$ cat src/rtl/rdp_pkg.sv
// Package for the reverse delay ping-pong block: sample types, field widths
// and the default store depth. No dependencies.
`timescale 1ns / 1ps

package rdp_pkg;

	localparam int unsigned SAMPLE_W            = 16;
	localparam int unsigned KNOB_W              = 16;
	localparam int unsigned LIM_W               = KNOB_W + 2;
	localparam int unsigned STORE_DEPTH_DEFAULT = 262144;

	typedef logic signed [SAMPLE_W-1:0] sample_t;
	typedef logic [KNOB_W-1:0]          knob_t;

	typedef struct packed {
		sample_t left;
		sample_t right;
	} sample_pair_t;

endpackage

$ cat src/rtl/rdp_sweep.sv
// Ping-pong address sequencer and fill mark for the sample memory.
// Depends on rdp_pkg for knob width and limit width.
`timescale 1ns / 1ps

module rdp_sweep #(
	parameter int unsigned DEPTH  = rdp_pkg::STORE_DEPTH_DEFAULT,
	parameter int unsigned ADDR_W = $clog2(DEPTH)
) (
	input  logic              clk,
	input  logic              arst_n,
	input  logic              advance,
	input  rdp_pkg::knob_t    knob,
	output logic [ADDR_W-1:0] addr,
	output logic              unwritten
);
	import rdp_pkg::*;

	localparam logic [LIM_W-1:0] LimMax = LIM_W'(DEPTH - 1);

	logic [ADDR_W-1:0] addr_q;
	logic              down_q;
	logic [ADDR_W:0]   fill_q;
	logic [LIM_W-1:0]  lim_full;
	logic [LIM_W-1:0]  lim_sat;
	logic [ADDR_W-1:0] lim;

	// (knob+1)*4-1, clipped to the last entry
	assign lim_full = {knob, 2'b11};
	assign lim_sat  = (lim_full > LimMax) ? LimMax : lim_full;
	assign lim      = lim_sat[ADDR_W-1:0];

	// written entries always form [0, fill_q), since the address moves by one
	assign addr      = addr_q;
	assign unwritten = ({1'b0, addr_q} >= fill_q);

	always_ff @(posedge clk or negedge arst_n) begin
		if (!arst_n) begin
			addr_q <= '0;
			down_q <= 1'b0;
			fill_q <= '0;
		end else if (advance) begin
			if ({1'b0, addr_q} == fill_q) begin
				fill_q <= fill_q + 1'b1;
			end
			if (!down_q) begin
				if (addr_q >= lim) begin
					down_q <= 1'b1;
				end else begin
					addr_q <= addr_q + 1'b1;
				end
			end else begin
				if (addr_q == '0) begin
					down_q <= 1'b0;
				end else begin
					addr_q <= addr_q - 1'b1;
				end
			end
		end
	end

endmodule

$ cat config.mk
export PLATFORM = sky130hd
export DESIGN_NAME = rdp_sweep
export DESIGN_NICKNAME = d
export VERILOG_FILES = /design/src/rtl/rdp_pkg.sv /design/src/rtl/rdp_sweep.sv
export SDC_FILE = /design/constraint.sdc
export NUM_CORES = 1
export LEC_CHECK = 0
export ABC_AREA = 1
export BUFFER_PORTS_ARGS = -buffer_cell sky130_fd_sc_hd__buf_2
export CELL_PAD_IN_SITES_DETAIL_PLACEMENT = 1
export CELL_PAD_IN_SITES_GLOBAL_PLACEMENT = 1
export CORE_ASPECT_RATIO = 1.2
export CORE_MARGIN = 4
export CORE_UTILIZATION = 30
export DETAILED_ROUTE_END_ITERATION = 7
export PLACE_DENSITY_LB_ADDON = 0.1
export SYNTH_ARGS = -nofsm -noshare
export SYNTH_HDL_FRONTEND = slang
export SYNTH_SLANG_ARGS = --single-unit
$ cat constraint.sdc
create_clock -name clk -period 4.8 [get_ports clk]
set_clock_uncertainty 0.05 [all_clocks]
set_input_delay 0.72 -clock clk [delete_from_list [all_inputs] [get_ports clk]]
set_output_delay 0.72 -clock clk [all_outputs]
set_load 0.02 [all_outputs]
==> reports/results.tsv <==
stage	metric	value	unit
detailed_routing	wl_met1	5.25	mm
logic_synthesis	synth_async_sr_flop_share	100	%
layout	drive_gt1_share	8.49	%
logic_synthesis	synthAdderAreaFrac	16.9	%
floorplanning	core_area	12700	sq um
pwr	leakagePower	2.46	nW
worst_setup_path	cp_max_fo	6	
layout	final_cell_mix	nand2_1, inv_1, ha_1	
clock_tree	root_buffer	clkbuf_16	
grt	antenna_found_initial	0	
logic_synthesis	synth-edff-count	0	
sta	setup_viol	0	
logic_synthesis	netlist_instances	586	
logic_synthesis	ys_ff_latch	38	
sta	max_freq	0.330	GHz
sta	maxSlewHeadroom	33.1	%
detailed_routing	wl_met3	167	um
logic_synthesis	ys_top_cells_by_area	dfrtp_1, nand2_1, ha_1	
floorplanning	dieArea	14900	sq um
clock_tree	clk_latency	290	ps
worst_setup_path	crit_arrival	2260	ps
grt	grt_max_degree	39	
worst_setup_path	critPathMaxStageDelay	510	ps
sta	tightest_slew	1000	ps
floorplanning	rows	45	
sta	drv_slew	0	
detailed_routing	vias	3827	
logic_synthesis	synth_top_cell_by_area	dfrtp_1	
worst_setup_path	path_class	flip-flop to output pin	
worst_setup_path	crit_slowest_cell	dfrtp_1	
clock_tree	cts_resized	0	
logic_synthesis	syn_area	3900	sq um
place	port_buffers	37	
detailed_routing	routed.top_layer	met4	
logic_synthesis	synth_xor_area_share	5.39	%
layout	fill_cells	1642	
logic_synthesis	synth_top_area_share	24.4	%
logic_synthesis	seq_area_frac_synth	24.4	%
pwr	ir_worst_vdd	259	uV
detailed_routing	detail_route.wl_per_cell	15.9	um
min_path	hold_path.class	flip-flop to flip-flop	
logic_synthesis	synth_ff_type	dfrtp_1	
grt	grtUsageTotal	17.0	%
floorplanning	die_w	112	um
status	status	finished clean	
grt	grt_first_pass_wirelength	20.3	mm
detailed_routing	ant_nets	0	
floorplanning	die_h	133	um
job	maxCapViolations	0	
sta	layout_min_cycle_time	3030	ps
clock_tree	cts_tree	built	
floorplanning	pin_count	38	
detailed_routing	drc	0	
floorplanning	start_util	30.8	%
clock_tree	clk_pin_slew	70	ps
sta	setup_tns	0	ps
clock_tree	cts_setup_buffers	0	
worst_setup_path	worstPathRequired	4030	ps
worst_setup_path	worstPathCellList	ha_1 -> inv_1 -> nor3_1 -> nand2_1 -> nor2_1 -> nand3_1 -> nand4_1 -> buf_2	
grt	overflow	0	
logic_synthesis	synth.avg_cell_area	6.65	sq um
detailed_routing	first_pass_iters	4	
layout	nNetsFinal	695	
logic_synthesis	yosysUniqueCellTypes	36	
logic_synthesis	synth-simple-area-share	35.1	%
clock_tree	clk_path_buf_depth	2	
logic_synthesis	yosys_warnings	0	
logic_synthesis	synth.area.mux_share	0	%
detailed_routing	drt_wl_total	12.5	mm
grt	grt_pass1_vias	4020	
sta	period_share	63.1	%
clock_tree	cts_buffers	5	
detailed_routing	drt_iter0_drc	133	
layout	syn2layout_area_growth	11.8	%
detailed_routing	vias_per_cell	4.86	
logic_synthesis	syn-num-nets	657	
worst_setup_path	crit_path_start_kind	flip-flop	
sta	finalHoldViolCount	0	
clock_tree	clock_sinks	38	
sta	holdWs	495	ps
layout	antenna_cells	0	
place	dp_hpwl	10.0	mm
clock_tree	htreeDepth	2	
logic_synthesis	synth_compound_area_share	7.54	%
sta	rsz0062_at_grt	false	
worst_setup_path	endpoint_kind	output pin	
clock_tree	ctsHoldBuffers	0	
layout	final_common_cell	nand2_1	
place	routabilityCongestion	0.807	
worst_setup_path	path_buf_inv	2	
worst_setup_path	critical-path-top-delay-family	simple AND/OR/NAND/NOR gates	
pwr	power_density	675	nW/um^2
logic_synthesis	synth_top_family_by_area	simple AND/OR/NAND/NOR gates	
detailed_routing	route.met2.wl	6.76	mm
worst paths after layout:
path                       startpoint         end  slack [ps]  cells past startpoint
max                          addr[17]   unwritten        1770                      8
min                        fill_q[16]  fill_q[16]         490                      2
max reg2reg                    down_q    addr[12]        2200                     13
min reg2reg                fill_q[16]  fill_q[16]         490                      2
max in group asynchronous      arst_n     addr[9]        3520                      1
min in group asynchronous      arst_n    addr[11]         560                      1
flip-flops by register name, indices dropped and copies added, names as in the netlist:
| name | cells |
|---|---|
| fill_q | 19 |
| down_q | 1 |
| addr | 18 |
synth_stat cells, drive strengths merged, types with 4 or more instances:
master  instances
o21ai          29
nor3           18
nand4          10
nor2           35
a21oi          24
xor2           20
xnor2           4
ha             51
nand3          42
nand2         199
dfrtp          38
buf             6
inv            92
cells by family (layout without fill, tap and decap cells):
kind of cell	count (synthesis)	in the layout
adders and majority gates	52	52
buffers and inverters	100	138
xor gates and xnor gates	24	24
DFF	38	38
and+or+nand+nor	315	315
AOI/OAI and AO/OA	57	57
cell type report:
type | count | area (sq um) | area share [%]
Timing Repair Buffer | 37 | 185 | 4.25
Multi-Input combinational cell | 448 | 2530 | 58.1
Sequential cell | 38 | 951 | 21.8
Tap cell | 164 | 205 | 4.71
Clock buffer | 7 | 133 | 3.04
Inverter | 94 | 354 | 8.13
report_power, final:
group | switching (mW) | total (mW) | internal, mW
Clock | 0.136 | 0.327 | 0.191
Combinational | 1.27 | 2.00 | 0.729
Sequential | 0.217 | 0.620 | 0.403
worst reg2reg max path: stages (launching register included):
cell and delay (ps):
dfrtp_1 850, inv_1 260, fa_1 470, inv_1 100, nand3_1 70, nand2_1 130, nand2_1 70, nand2_1 130
nand2_1 90, nand2_1 70, nand2_1 50, nand2_1 50, nand3_1 70, nand2_1 80
through the flow:
step           instance area, sq um  std cells  worst slack (ps)  utilization (%)  total power, mW
3_3_place_gp                   4230        781              2060             33.4             2.62
3_5_place_dp                   4230        781              2030             33.4             2.67
2_1_floorplan                  3900        586              2400                -             2.05
5_1_grt                        4360        788              1620             34.4             3.29
6_report                       4360        788              1770             34.4             2.94
4_1_cts                        4360        788              1720             34.4             3.01
metal layers:
metal | up-vias | track usage (%)
met5 | - | 0
met4 | 0 | 6.68
met3 | 19 | 0.915
met2 | 41 | 32.9
met1 | 1814 | 19.4
li1 | 1953 | -
(Power assumes the default switching activity.)
