## src/rtl/rdp_pkg.sv

```systemverilog
// Package for the reverse delay ping-pong block: sample types, field widths
// and the default store depth. No dependencies.
`timescale 1ns / 1ps

package rdp_pkg;

	localparam int unsigned SAMPLE_W            = 16;
	localparam int unsigned KNOB_W              = 16;
	localparam int unsigned LIM_W               = KNOB_W + 2;
	localparam int unsigned STORE_DEPTH_DEFAULT = 262144;

	typedef logic signed [SAMPLE_W-1:0] sample_t;
	typedef logic [KNOB_W-1:0]          knob_t;

	typedef struct packed {
		sample_t left;
		sample_t right;
	} sample_pair_t;

endpackage

```

## src/rtl/rdp_outq.sv

```systemverilog
// Two-entry result queue that parts the memory stage from the output channel.
// Depends on rdp_pkg for the sample pair type.
`timescale 1ns / 1ps

module rdp_outq (
	input  logic                  clk,
	input  logic                  arst_n,
	input  logic                  push,
	input  rdp_pkg::sample_pair_t push_data,
	output logic                  full,
	output logic                  out_valid,
	input  logic                  out_stall,
	output rdp_pkg::sample_pair_t out_data
);
	import rdp_pkg::*;

	sample_pair_t entry_q [2];
	logic         wr_ptr_q;
	logic         rd_ptr_q;
	logic [1:0]   count_q;
	logic         pop;

	assign full      = count_q[1];
	assign out_valid = (count_q != 2'd0);
	assign out_data  = entry_q[rd_ptr_q];
	assign pop       = out_valid && !out_stall;

	always_ff @(posedge clk) begin
		if (push) begin
			entry_q[wr_ptr_q] <= push_data;
		end
	end

	always_ff @(posedge clk or negedge arst_n) begin
		if (!arst_n) begin
			wr_ptr_q <= 1'b0;
			rd_ptr_q <= 1'b0;
			count_q  <= 2'd0;
		end else begin
			if (push) begin
				wr_ptr_q <= ~wr_ptr_q;
			end
			if (pop) begin
				rd_ptr_q <= ~rd_ptr_q;
			end
			case ({push, pop})
				2'b10:   count_q <= count_q + 2'd1;
				2'b01:   count_q <= count_q - 2'd1;
				default: count_q <= count_q;
			endcase
		end
	end

endmodule

```

## config.mk

```make
export PLATFORM = sky130hd
export DESIGN_NAME = rdp_outq
export DESIGN_NICKNAME = d
export VERILOG_FILES = /design/src/rtl/rdp_pkg.sv /design/src/rtl/rdp_outq.sv
export SDC_FILE = /design/constraint.sdc
export NUM_CORES = 1
export LEC_CHECK = 0
export ABC_AREA = 1
export BUFFER_PORTS_ARGS = -buffer_cell sky130_fd_sc_hd__buf_4
export CORE_MARGIN = 1.5
export CORE_UTILIZATION = 51
export DETAILED_ROUTE_END_ITERATION = 6
export GPL_ROUTABILITY_DRIVEN = 1
export GPL_TIMING_DRIVEN = 0
export PLACE_DENSITY_LB_ADDON = 0.08
export REMOVE_ABC_BUFFERS = 1
export SLEW_MARGIN = 15
export SYNTH_ARGS = -nofsm -noshare
export SYNTH_HDL_FRONTEND = slang
export SYNTH_SLANG_ARGS = --single-unit
```

## constraint.sdc

```tcl
create_clock -name clk -period 2.9 [get_ports clk]
set_input_delay 0.58 -clock clk [delete_from_list [all_inputs] [get_ports clk]]
set_output_delay 0.58 -clock clk [all_outputs]
set_load 0.05 [all_outputs]
```

==> run summary <==
================================================================================
Setup_tns                                                                   0 ns
Cell type with the largest total area after synthesis               sky130_fd_sc_hd__edfxtp_1
Port-buffer cells                                                             69
Die span in y                                                            74.5 µm
Clock insertion delay at the later pin of the skew report                0.33 ns
Run status                                                             completed
Sum of overflow across all layers after global routing                         0
Number of setup buffers added after CTS                                        0
Unique cell type count in the Yosys netlist                                   15
Worst clock skew on the final layout                                  0.00422 ns
Largest net degree at the start of global routing                             35
Worst endpoint required time                                             2.32 ns
Final core occ                                                             70.1%
Fraction of layout instances using a drive strength above 1                35.6%
Min Tclk post-route                                                      2.32 ns
Number of max-slew violations in the final report                              0
Number of enable flip-flop cells after synthesis                              64
PostCTS Resize Cnt                                                             0
Via count of the first global-routing pass                                  1493
Synth Register Bits                                                           68
Synth Cell Area                                                         2600 µm²
Worst supply voltage drop on vdd                                        0.975 mV
Arrival @ worst endpoint                                                 1.74 ns
Number of maximum-capacitance violations                                       0
Fill count                                                                   366
Average vias per placed instance                                            4.62
Number of placed I/O pins                                                     70
Leading post-synthesis cells by cell area                           sky130_fd_sc_hd__edfxtp_1 (74%), sky130_fd_sc_hd__nand2_1 (14%), sky130_fd_sc_hd__dfrtp_1 (3.8%), sky130_fd_sc_hd__nand2_2 (2.4%), sky130_fd_sc_hd__buf_6 (1.3%)
Maximum fanout count along the critical path                                  34
Hold buffers post-CTS                                                          0
CTS Buffer Depth                                                               2
Root Buffer                                                         sky130_fd_sc_hd__clkbuf_8
Primary FF master, synth                                            sky130_fd_sc_hd__edfxtp_1
Die width                                                                74.5 µm
Setup repair after global routing missed its margin                        false
Bufs and invs on worst path                                                    2
Vias                                                                        1579
Worst min-delay path class                                          primary input to asynchronous set/reset pin
Worst-path cell chain                                               inv_8 > nand2_1 > nand2_1 > buf_4
Ranking of synthesized cells by instance count                      sky130_fd_sc_hd__nand2_1 (95), sky130_fd_sc_hd__edfxtp_1 (64), sky130_fd_sc_hd__nand2_2 (10)
Global-route usage over all layers                                         16.2%
Area overhead of the layout relative to synthesis                          29.7%
Area of the core                                                        4820 µm²
Initial antenna violation count                                                0
Total routed wirelength                                                  4280 µm
Remaining design rule violation count                                          0
Number of clock sinks seen by CTS                                             68
Relative max-transition margin                                             53.3%
Sequential area share after synthesis                                      77.7%
Endpoints failing hold                                                         0
Routability congestion estimate from global placement                      0.755
First drt pass iteration count                                                 4
Areal power density over the cells                                   1200 nW/µm²
Initial DRC count                                                             69
Type of element launching the critical path                                 flop
Area share of the largest cell type after synthesis                        73.8%
Synthesis warning total                                                        0
Max incr delay on CP                                                     0.80 ns
Number of CTS-inserted buffers                                                 9
Worst R2R Setup Slack                                                    1.50 ns
Average cell area after synthesis                                       13.3 µm²
Cell count after synthesis                                                   196
CTS tree                                                                   built
Effective utilization at floorplan                                         54.1%
Total of endpoints with negative setup slack in the final report               0
Number of rows created at floorplan                                           25
NumNets Final                                                                307
DPL Wire Length                                                          2680 µm
Worst path most repeated cell                                       sky130_fd_sc_hd__nand2_1
WL/cell                                                                  12.5 µm
Maximum operating frequency                                            0.431 GHz
First-pass GRT wire length                                               6410 µm
Lkg Pwr                                                               0.00148 µW
Category of the most critical setup path                            flop to output pin
Max H-tree Level                                                               3
Worst Tran Pin Value                                                    0.699 ns
Critical path endpoint category                                       output pin
Die outline area                                                        5540 µm²
Cell type group with the largest total delay on the critical path     flip-flops
Most common cell in the synthesized netlist                         sky130_fd_sc_hd__nand2_1
CTS clock-pin slew for the worst setup and hold paths                    0.06 ns
Post-route ant nets                                                            0
Cell with the largest stage delay on the worst path                 sky130_fd_sc_hd__dfrtp_2
Period Utilization, post-route                                             80.0%
Antenna diode instance count                                                   0
Asr flop ratio synth                                                       5.88%
================================================================================
==> final timing paths <==
path | from | to | cells past startpoint
worst max-delay path | rd_ptr_q | out_data[28] | 4
worst min-delay path | arst_n | count_q[1] | 1
worst max register to register | wr_ptr_q | entry_q[1][16] | 2
worst min register to register | count_q[0] | count_q[0] | 1
max in group asynchronous | arst_n | rd_ptr_q | 1
min in group clk | push_data[1] | entry_q[0][1] | 1
==> state kept, by name (all words and copies together) (netlist names) <==
signal / count
count_q: 2
wr_ptr_q: 1
rd_ptr_q: 1
entry_q: 64
==> through the flow <==
step	setup WS, ns	instance area (µm²)	hold slack (ns)	power, µW	cells
after floorplan	0.493	2530	0.284	2700	189
after global placement	-0.326	3130	0.382	3250	325
after detailed placement	0.902	3170	0.381	3300	326
after CTS	0.533	3380	0.0291	4090	342
after global routing	0.476	3380	0.0332	4240	342
final	0.580	3380	0.0368	4050	342
==> cell usage in the layout (no fill, tap or decap) <==
cell / synthesis / final
sky130_fd_sc_hd__clkinv_1: 0 / 1
sky130_fd_sc_hd__nor2_4: 0 / 1
sky130_fd_sc_hd__inv_8: 1 / 1
sky130_fd_sc_hd__clkbuf_8: 0 / 9
sky130_fd_sc_hd__nand2_2: 10 / 10
sky130_fd_sc_hd__bufinv_16: 0 / 2
sky130_fd_sc_hd__xnor2_1: 1 / 1
sky130_fd_sc_hd__xor2_1: 1 / 1
sky130_fd_sc_hd__nand3_1: 2 / 2
sky130_fd_sc_hd__buf_4: 3 / 69
sky130_fd_sc_hd__inv_2: 0 / 1
sky130_fd_sc_hd__clkinv_2: 0 / 3
sky130_fd_sc_hd__ha_1: 1 / 1
sky130_fd_sc_hd__nand4_1: 1 / 1
sky130_fd_sc_hd__dfrtp_1: 4 / 3
sky130_fd_sc_hd__inv_1: 8 / 7
sky130_fd_sc_hd__nand2_1: 95 / 95
sky130_fd_sc_hd__clkbuf_1: 0 / 1
sky130_fd_sc_hd__buf_16: 0 / 1
sky130_fd_sc_hd__dfrtp_2: 0 / 1
sky130_fd_sc_hd__edfxtp_1: 64 / 64
==> worst register-to-register path, delay by kind of cell, from the launching register on <==
family	cells	cell delay, ns
and+or+nand+nor	1	0.08
DFF	1	0.42
buffers and inverters	1	0.52
==> layer usage <==
layer / vias up / global-route usage (%) / routed length [µm]
met5: - / 0 / 0
met4: 0 / 8.48 / 74
met3: 9 / 3.93 / 220
met2: 42 / 28.3 / 2240
met1: 732 / 18.5 / 1740
li1: 796 / - / -
==> report_power, final <==
group | internal [µW] | total [µW] | switching, µW
Combinational | 495 | 1800 | 1310
Sequential | 1310 | 1450 | 137
Clock | 477 | 800 | 323
Total | 2280 | 4050 | 1770
==> cells by family (layout without fill, tap and decap cells) <==
kind of cell | Yosys count | in the layout | share of synthesized area (%)
and+or+nand+nor | 109 | 109 | 16.9
DFF | 68 | 68 | 77.7
buffers and inverters | 16 | 95 | 4.32
xor gates and xnor gates | 2 | 2 | 0.673
adders and majority gates | 1 | 1 | 0.480
==> cell type report <==
cell class / instances / area, µm² / share of cell area (%)
Sequential cell: 68 / 2020 / 59.9
Multi-Input combinational cell: 112 / 477 / 14.1
Timing Repair Buffer: 70 / 546 / 16.2
Clock inverter: 6 / 78.8 / 2.33
Clock buffer: 10 / 128 / 3.78
Tap cell: 67 / 83.8 / 2.48
Inverter: 9 / 41.3 / 1.22
No activity file was read; power rests on OpenSTA's default activity.
